$ cat config.mk
export PLATFORM = sky130hd
export DESIGN_NAME = rle_byte_stream_decoder
export DESIGN_NICKNAME = d
export VERILOG_FILES = /design/src/rtl/rbsd_pkg.sv /design/src/rtl/rbsd_ctrl.sv /design/src/rtl/rbsd_dp.sv /design/src/rtl/rle_byte_stream_decoder.sv
export SDC_FILE = /design/constraint.sdc
export NUM_CORES = 1
export LEC_CHECK = 0
export BUFFER_PORTS_ARGS = -buffer_cell sky130_fd_sc_hd__buf_2
export CORE_ASPECT_RATIO = 0.75
export CORE_UTILIZATION = 54
export DETAILED_ROUTE_END_ITERATION = 8
export PLACE_DENSITY_LB_ADDON = 0.2
export SYNTH_ARGS = -nofsm -noshare
export SYNTH_HDL_FRONTEND = slang
export SYNTH_SLANG_ARGS = --single-unit
$ cat constraint.sdc
create_clock -name clk -period 3.24 [get_ports clk]
set_input_delay 0.162 -clock clk [delete_from_list [all_inputs] [get_ports clk]]
set_output_delay 0.162 -clock clk [all_outputs]
set_load 0.02 [all_outputs]
$ cat src/rtl/rbsd_pkg.sv
// Shared types and constants for the run-length byte stream decoder.
package rbsd_pkg;

  localparam int unsigned BYTE_W = 8;
  localparam int unsigned CNT_W  = 7;
  localparam int unsigned BCNT_W = 2;

  // Header bit 7 selects a literal header, the low seven bits carry the count.
  localparam int unsigned HDR_LIT_BIT = 7;

  localparam logic [BCNT_W-1:0] BCNT_ONE = 2'd1;
  localparam logic [BCNT_W-1:0] BCNT_TWO = 2'd2;

  typedef struct packed {
    logic [BYTE_W-1:0] in_byte;
    logic              in_last;
  } in_t;

  typedef struct packed {
    logic [BYTE_W-1:0] first_byte;
    logic [BYTE_W-1:0] second_byte;
    logic [BCNT_W-1:0] byte_count;
    logic              out_last;
  } out_t;

  typedef enum logic [1:0] {
    ST_HEADER,
    ST_RUN,
    ST_LIT,
    ST_EXPAND
  } state_t;

  typedef struct packed {
    logic load_rem;
    logic dec_rem;
    logic load_run;
    logic emit_lit;
    logic emit_run;
  } cmd_t;

  typedef struct packed {
    logic hdr_is_lit;
    logic hdr_cnt_zero;
    logic rem_zero;
    logic rem_one;
    logic rem_le2;
    logic out_free;
  } stat_t;

endpackage

$ cat src/rtl/rbsd_ctrl.sv
// Controller state machine: stream phase and run expansion sequencing.
module rbsd_ctrl import rbsd_pkg::*; (
  input  logic  clk,
  input  logic  rst_n,
  input  logic  in_valid,
  input  logic  in_last,
  output logic  in_ready,
  input  stat_t stat,
  output cmd_t  cmd
);

  state_t state_r;
  state_t state_nxt;
  logic   accept;

  assign in_ready = (state_r != ST_EXPAND) && stat.out_free;
  assign accept   = in_valid && in_ready;

  always_ff @(posedge clk) begin
    if (!rst_n) begin
      state_r <= ST_HEADER;
    end else begin
      state_r <= state_nxt;
    end
  end

  always_comb begin
    state_nxt = state_r;
    unique case (state_r)
      ST_HEADER: begin
        if (accept) begin
          if (in_last) begin
            state_nxt = ST_HEADER;
          end else if (!stat.hdr_is_lit) begin
            state_nxt = ST_RUN;
          end else if (stat.hdr_cnt_zero) begin
            state_nxt = ST_HEADER;
          end else begin
            state_nxt = ST_LIT;
          end
        end
      end
      ST_RUN: begin
        if (accept) begin
          state_nxt = stat.rem_zero ? ST_HEADER : ST_EXPAND;
        end
      end
      ST_LIT: begin
        if (accept && (in_last || stat.rem_one)) begin
          state_nxt = ST_HEADER;
        end
      end
      ST_EXPAND: begin
        // Leave once the final result of the run is emitted.
        if (stat.out_free && stat.rem_le2) begin
          state_nxt = ST_HEADER;
        end
      end
      default: state_nxt = ST_HEADER;
    endcase
  end

  always_comb begin
    cmd = '0;
    unique case (state_r)
      ST_HEADER: cmd.load_rem = accept;
      ST_RUN:    cmd.load_run = accept;
      ST_LIT: begin
        cmd.emit_lit = accept;
        cmd.dec_rem  = accept;
      end
      ST_EXPAND: cmd.emit_run = stat.out_free;
      default:   cmd = '0;
    endcase
  end

endmodule

$ cat src/rtl/rbsd_dp.sv
// Datapath: count register, held run byte and the result register.
module rbsd_dp import rbsd_pkg::*; (
  input  logic  clk,
  input  logic  rst_n,
  input  in_t   in_data,
  input  cmd_t  cmd,
  output stat_t stat,
  output logic  out_valid,
  input  logic  out_ready,
  output out_t  out_data
);

  logic [CNT_W-1:0]  rem_r;
  logic [CNT_W-1:0]  rem_nxt;
  logic [BYTE_W-1:0] run_byte_r;
  logic [BYTE_W-1:0] run_byte_nxt;
  out_t              out_r;
  out_t              out_nxt;
  logic              out_valid_r;
  logic              out_valid_nxt;
  logic              rem_ge2;

  assign rem_ge2 = (rem_r[CNT_W-1:1] != '0);

  assign stat.hdr_is_lit   = in_data.in_byte[HDR_LIT_BIT];
  assign stat.hdr_cnt_zero = (in_data.in_byte[CNT_W-1:0] == '0);
  assign stat.rem_zero     = (rem_r == '0);
  assign stat.rem_one      = (rem_r == CNT_W'(1));
  assign stat.rem_le2      = !rem_ge2 || (rem_r == CNT_W'(2));
  assign stat.out_free     = !out_valid_r || out_ready;

  always_comb begin
    rem_nxt      = rem_r;
    run_byte_nxt = run_byte_r;
    if (cmd.load_rem) begin
      rem_nxt = in_data.in_byte[CNT_W-1:0];
    end else if (cmd.dec_rem) begin
      rem_nxt = rem_r - CNT_W'(1);
    end else if (cmd.emit_run) begin
      rem_nxt = rem_ge2 ? (rem_r - CNT_W'(2)) : (rem_r - CNT_W'(1));
    end
    if (cmd.load_run) begin
      run_byte_nxt = in_data.in_byte;
    end
  end

  always_comb begin
    out_nxt       = out_r;
    out_valid_nxt = out_valid_r && !out_ready;
    if (cmd.emit_lit) begin
      out_nxt.first_byte  = in_data.in_byte;
      out_nxt.second_byte = '0;
      out_nxt.byte_count  = BCNT_ONE;
      out_nxt.out_last    = 1'b1;
      out_valid_nxt       = 1'b1;
    end else if (cmd.emit_run) begin
      out_nxt.first_byte  = run_byte_r;
      out_nxt.second_byte = rem_ge2 ? run_byte_r : '0;
      out_nxt.byte_count  = rem_ge2 ? BCNT_TWO : BCNT_ONE;
      out_nxt.out_last    = stat.rem_le2;
      out_valid_nxt       = 1'b1;
    end
  end

  always_ff @(posedge clk) begin
    if (!rst_n) begin
      out_valid_r <= 1'b0;
    end else begin
      out_valid_r <= out_valid_nxt;
    end
  end

  always_ff @(posedge clk) begin
    rem_r      <= rem_nxt;
    run_byte_r <= run_byte_nxt;
    out_r      <= out_nxt;
  end

  assign out_valid = out_valid_r;
  assign out_data  = out_r;

`ifndef ASSERT_OFF
  a_one_emit: assert property (@(posedge clk) disable iff (!rst_n)
    !(cmd.emit_lit && cmd.emit_run))
    else $error("literal and run results emitted together");

  a_emit_room: assert property (@(posedge clk) disable iff (!rst_n)
    (cmd.emit_lit || cmd.emit_run) |-> stat.out_free)
    else $error("result emitted over an untaken result");

  a_run_nonzero: assert property (@(posedge clk) disable iff (!rst_n)
    cmd.emit_run |-> !stat.rem_zero)
    else $error("run result emitted with no bytes left");

  a_run_last: assert property (@(posedge clk) disable iff (!rst_n)
    (cmd.emit_run && stat.rem_le2) |=> (out_valid_r && out_r.out_last))
    else $error("final run result not marked last");
`endif

endmodule

$ cat src/rtl/rle_byte_stream_decoder.sv
// Run-length byte stream decoder, top level. A header with bit 7 clear
// repeats the next byte count times, a header with bit 7 set copies the next
// count bytes; decoded bytes leave packed up to two per result. Header and
// literal bytes are taken one per cycle. A run byte holds the input until its
// expansion is done: the run expansion drives the single output register with
// one result per cycle, unless the result register stalls, while the input is
// held off. A stalled result register holds off further input. in_last returns
// the decoder to expecting a header after its byte is handled.
module rle_byte_stream_decoder import rbsd_pkg::*; (
  input  logic clk,
  input  logic rst_n,
  input  logic in_valid,
  output logic in_ready,
  input  in_t  in_data,
  output logic out_valid,
  input  logic out_ready,
  output out_t out_data
);

  cmd_t  cmd;
  stat_t stat;

  rbsd_ctrl u_ctrl (
    .clk      (clk),
    .rst_n    (rst_n),
    .in_valid (in_valid),
    .in_last  (in_data.in_last),
    .in_ready (in_ready),
    .stat     (stat),
    .cmd      (cmd)
  );

  rbsd_dp u_dp (
    .clk       (clk),
    .rst_n     (rst_n),
    .in_data   (in_data),
    .cmd       (cmd),
    .stat      (stat),
    .out_valid (out_valid),
    .out_ready (out_ready),
    .out_data  (out_data)
  );

endmodule
# After elaboration in Yosys (flattened, before gate mapping)
# Cells that the tools add are included.
[totals]
word_cells = 61
inputBits = 13
ff_bits = 37
out_inout_bits = 21
[op_classes]
add_sub_neg = 2
eq_ne = 10
mux = 23
reduce_logical = 18
[ops]
columns = ["operator", "n"]
rows = [
  ["19-bit 2-to-1 mux", 2],
  ["7-bit 2-to-1 mux", 4],
  ["2-bit 2-to-1 mux", 9],
  ["7-bit zero test", 2],
  ["8-bit 2-to-1 mux", 1],
  ["2-bit by 1-bit != test with 1-bit output (second input constant)", 4],
  ["2-bit case mux with 4 select lines", 1],
  ["7-bit by 1-bit == test with 1-bit output (second input constant)", 1],
  ["7-bit by 2-bit == test with 1-bit output (second input constant)", 1],
  ["7-bit by 1-bit subtractor with 7-bit output (second input constant)", 1],
  ["7-bit by 2-bit subtractor with 7-bit output (second input constant)", 1],
  ["1-bit 2-to-1 mux", 6],
  ["6-bit nonzero test", 1],
  ["1-bit logical AND", 5],
  ["2-bit == test (second input constant)", 2],
  ["4-bit AND reduction", 1],
  ["1-bit zero test", 3],
  ["1-bit logical OR", 3],
  ["3-bit nonzero test", 1],
  ["2-bit by 1-bit == test with 1-bit output (second input constant)", 1],
  ["2-bit zero test", 1],
  ["2-bit != test (second input constant)", 1],
  ["2-bit nonzero test", 1],
]

# Depth between registers and ports, before layout
[depth]
word_depth = 7
depth_mapped = 7
depth_no_buf = 6

# Hierarchy
# Synthesis repeated with hierarchy kept, for this count alone.
[unflattened]
hier_cells = 180
hier_area_um2 = 1896.8
[by_module_without_submodules]
columns = ["mod", "n_inst", "seq_area_each_um2", "area_each_um2", "cells_each"]
rows = [
  ["rbsd_dp", 1, 930.9, 1667.8, 152],
  ["rbsd_ctrl", 1, 40.0, 229.0, 28],
]

# Least setup slack after synthesis
# No wires, ideal clock.
[synth_path]
kind = "reg2reg"
startpoint = "reg u_dp.rem_r[2]"
endpoint = "reg u_dp.rem_r[5], data pin"
setup_ns = 0.272
t_arrival_ns = 1.623
path_buffers = 0
required_ns = 2.968
period_less_slack_ns = 1.895
setup_slack_ns = 1.345
path_stages_with_launch = 6
path_cell_list = "edfxtp_1 -> inv_1 -> ha_1 -> or3b_2 -> a221oi_1 -> a31oi_1"
[synth_between]
elab_chain_len = 5
elab_cells_between_ends = 7
cone_classes = "add/sub (2); mux (4); reduce/logical (1)"
[synth_rtl]
columns = ["item", "line", "rtl"]
rows = [
  ["from (decl)", "rbsd_dp.sv:13", "logic [CNT_W-1:0] rem_r;"],
  ["from (signal assigned)", "rbsd_dp.sv:74", "rem_r <= rem_nxt;"],
  ["7-bit by 1-bit subtractor with 7-bit output (tied with other cells)", "rbsd_dp.sv:38, rbsd_dp.sv:40", ""],
  ["7-bit 2-to-1 mux", "rbsd_dp.sv:40", "rem_nxt = rem_ge2 ? (rem_r - CNT_W'(2)) : (rem_r - CNT_W'(1));"],
  ["7-bit 2-to-1 mux", "rbsd_dp.sv:39", "end else if (cmd.emit_run) begin"],
  ["7-bit 2-to-1 mux (*)", "rbsd_dp.sv:37", "end else if (cmd.dec_rem) begin"],
  ["7-bit 2-to-1 mux (*)", "rbsd_dp.sv:35", "if (cmd.load_rem) begin"],
  ["via u_dp.rem_nxt[5]", "rbsd_dp.sv:14", "logic [CNT_W-1:0] rem_nxt;"],
]
# Mark *: on every way through the listed nets, which the timed path passes. The rest lies on a longest branch. The select of a mux whose other input is x is not followed.
# A chain may end at the register's enable or synchronous reset.

# Worst setup path after layout
# Same ends and word-level chain as after synthesis.

==> impl_results.md <==
- DRC errors left: 6
- Total track usage: 23.5%
- H-Tree Depth: 2
- CP Data Required Time: around 3300 ps
- Largest net degree at the start of global routing: 18
- Sequential share of power: between 40% and 50%
- Period minus WS final: around 2000 ps
- Clk pin slew, worst setup/hold paths: 70 ps
- Inserted Clock Buffers: 5
- Worst path cell trace: inv_1 -> ha_1 -> or3b_2 -> a221oi_1 -> a31oi_1
- Final Hold Vio Count: 0
- Layout area overhead: 13.8%
- Worst hold endpoint: u_dp.run_byte_r[6]
- Sequential element share of the synthesized area: 51.1%
- Post-cts resize count: 0
- Kind of critical path: reg -> reg
- Final WL: between 4 and 5 mm
- Post-DP HPWL: approximately 2.9 mm
- Post-Syn Area: around 1900 µm²
- Yosys top cell area share: ~36%
- Slew Limit Fails: 0
- Number of library cell types mapped by synthesis: 47
- RR Endpoint: u_dp.rem_r[5]
- First-pass GRT wire length: between 6 and 7 mm
- Worst-skew pair later-pin latency: slightly below 300 ps
- Critical Path End Type: register
- Iter 0 DRT Violations: around 110
- Worst Hold Class: in -> reg
- CP max stage delay: between 400 and 500 ps
- Failing checks: DRC
- Switching Fraction: 33.0%
- Hold buffer count at cts: 0
- Hold Path Origin: in_data[7]
- Clk_skew: 5.64 ps
- Die width: roughly 71 µm
- GP Congestion: around 0.88
- Yosys warns: 0
- Number of global-route vias before repair: about 1300
- Clock Sinks: 37
- Slew @ Worst Pin: between 600 and 700 ps
- Synth Flop Type: edfxtp_1
- Initial antenna violation count: 0
- Peak VDD IR: between 0.4 and 0.5 mV
- Worst-path fanout max: 7
- Crit Reg-Reg Startpoint: u_dp.rem_r[2]
- Status: complete, but fails checks
- Final worst path period share: between 60% and 70%
- Final setup viols: 0
- Worst-case reg-to-reg path depth: 5
- Core ar.: 3330 µm²
- Die Span Y: roughly 53 µm
- Ys async rst share: 0%
- Avg Synthesized Cell Area: between 10 and 15 µm²
- DR pass1 iterations: 8
- P_leak: 0.867 nW
- Pwr/cell area: roughly 590 nW/µm²
- Relative slew margins: between 50% and 60%
- Combinational share of power: between 20 and 30%
- Post-CTS setup repair buffer count: 0
- Fmax: 487 MHz
- Yosys reg bits: 37
- Worst hold path stage count: 1
- CTS tree: done
- Via Count: roughly 1500
- Setup TNS: 0 ps
- Placed Cells incl. Taps: ~240
- Int Pwr: roughly 0.00086 W
- Port-buffer cells: 33
- Fillers: between 200 and 300
- Max Cap Violations: 0
- Initial core utilization: a little under three fifths
- RSZ-0062 raised after global routing: no
- Diodes inserted: 0
- CTS max path bufs: 2
- Switching power: between 0.0004 and 0.0005 W
- Per-cell routed wire length: between 15 and 20 µm
- Post-synth EDFFs: 23
- Post-Syn Instances: 175
- Routed Antenna Nets: 0
- Avg Vias per Cell: 6.00
- Non-filler instance count after layout: around 250
- Share of cells above drive strength 1: approximately a quarter
- Power share of the clock group: between 20% and 30%
- Crit path DAT: between 2000 and 2500 ps
- Root Buffer: clkbuf_8
- Reg2Reg Setup Slack: ~1200 ps
- Syn_nets: around 190
- Largest area contributor in the netlist: edfxtp_1
- Layout Nets: roughly 230
- CP max-delay cell: edfxtp_1
- Gr ovfl total: 0
- Most frequent cells in the layout: buf_2 (33), edfxtp_1 (23), nand2_1 (17), dfxtp_1 (14), nand3_1 (13)
- FP Rows: 18
- Commonest non-fill, non-tap cell in the layout: buf_2
- Top cells by area, synth: edfxtp_1 (36%), dfxtp_1 (15%), ha_1 (3.9%), nand3_1 (3.4%), nand2_1 (3.4%)
- Startpoint Class: register
- Die Area: roughly 3800 µm²
- Boundary Pins: 34
- Tot Pwr: about 0.0013 W
==> metal layers <==
layer,share of wire (%),wire length [µm],GRT usage [%]
met1,47,1930,32.5
met2,43,1750,34.3
met3,8.3,339,5.90
met4,1.4,57,11.9
met5,0,0,0
==> registers in the layout, summed over array words and instances, names as in the netlist <==
signal           flops
u_dp.out_data       19
u_dp.run_byte_r      8
u_dp.rem_r           7
u_ctrl.state_r       2
u_dp.out_valid       1
==> synth_stat cells (3+ instances only) <==
| master | number |
|---|---|
| a21oi_1 | 12 |
| a22o_1 | 7 |
| a311oi_1 | 3 |
| a31oi_1 | 4 |
| and2_1 | 4 |
| buf_2 | 7 |
| dfxtp_1 | 14 |
| edfxtp_1 | 23 |
| ha_1 | 6 |
| inv_1 | 8 |
| mux2i_1 | 3 |
| nand2_1 | 17 |
| nand3_1 | 13 |
| nor2_1 | 8 |
| nor3_1 | 3 |
| o21ai_0 | 3 |
==> layout make-up <==
cell class | count | area [µm²] | share of cell area (%)
Clock buffer | 5 | 68.8 | 3.18
Clock inverter | 3 | 17.5 | 0.810
Inverter | 8 | 30.0 | 1.39
Multi-Input combinational cell | 122 | 853 | 39.4
Sequential cell | 37 | 971 | 44.9
Tap cell | 40 | 50.0 | 2.31
Timing Repair Buffer | 34 | 173 | 7.98
==> logic make-up (layout without fill, tap and decap cells) <==
kind of cell,Yosys count,count (layout),share of synthesized area (%)
flip-flops,37,37,51.1
adder cells (fa/ha/maj),6,6,3.95
AND/OR/NAND/NOR,62,62,18.0
buffers and inverters,16,50,4.02
multiplexers,6,6,3.55
XOR/XNOR,4,4,1.84
AO/OA/AOI/OAI,44,44,17.6
==> through the flow <==
| step | area (µm²) | setup slack, ps | utilization (%) | hold WS [ps] |
|---|---|---|---|---|
| 5_1_grt | 2160 | 1100 | 64.9 | 85.5 |
| 2_1_floorplan | 1900 | 1340 | - | 261 |
| 4_1_cts | 2160 | 1210 | 64.9 | 93.5 |
| 6_report | 2160 | 1190 | 64.9 | 97.2 |
| 3_3_place_gp | 2080 | 1250 | 62.3 | 393 |
| 3_5_place_dp | 2080 | 1210 | 62.3 | 399 |
==> power by group through the flow <==
stage	Combinational (W)	Clock (W)	Sequential [W]
CTS	0.000330	0.000319	0.000638
detailed placement	0.000326	0	0.000649
floorplan	0.000182	0	0.000695
global route	0.000362	0.000341	0.000649
global placement	0.000322	0	0.000645
finish	0.000329	0.000315	0.000640
==> worst max-delay path by stage <==
stage / to / slack [ps] / from / cells past startpoint
after floorplan: u_dp.rem_r[5] / 1340 / u_dp.rem_r[2] / 5
after global placement: u_dp.rem_r[5] / 1250 / u_dp.rem_r[2] / 5
after detailed placement: u_dp.rem_r[5] / 1210 / u_dp.rem_r[2] / 5
after CTS: u_dp.rem_r[5] / 1210 / u_dp.rem_r[2] / 5
after global routing: u_dp.rem_r[6] / 1100 / u_dp.rem_r[1] / 6
final: u_dp.rem_r[5] / 1190 / u_dp.rem_r[2] / 5
==> critical path, delay by kind of cell (launching register included) <==
| family | cells | cell delay (ps) |
|---|---|---|
| buffers and inverters | 1 | 190 |
| DFF | 1 | 490 |
| and+or+nand+nor | 1 | 480 |
| AOI/OAI and AO/OA | 2 | 420 |
| adders and majority gates | 1 | 210 |
(Power assumes the default switching activity.)
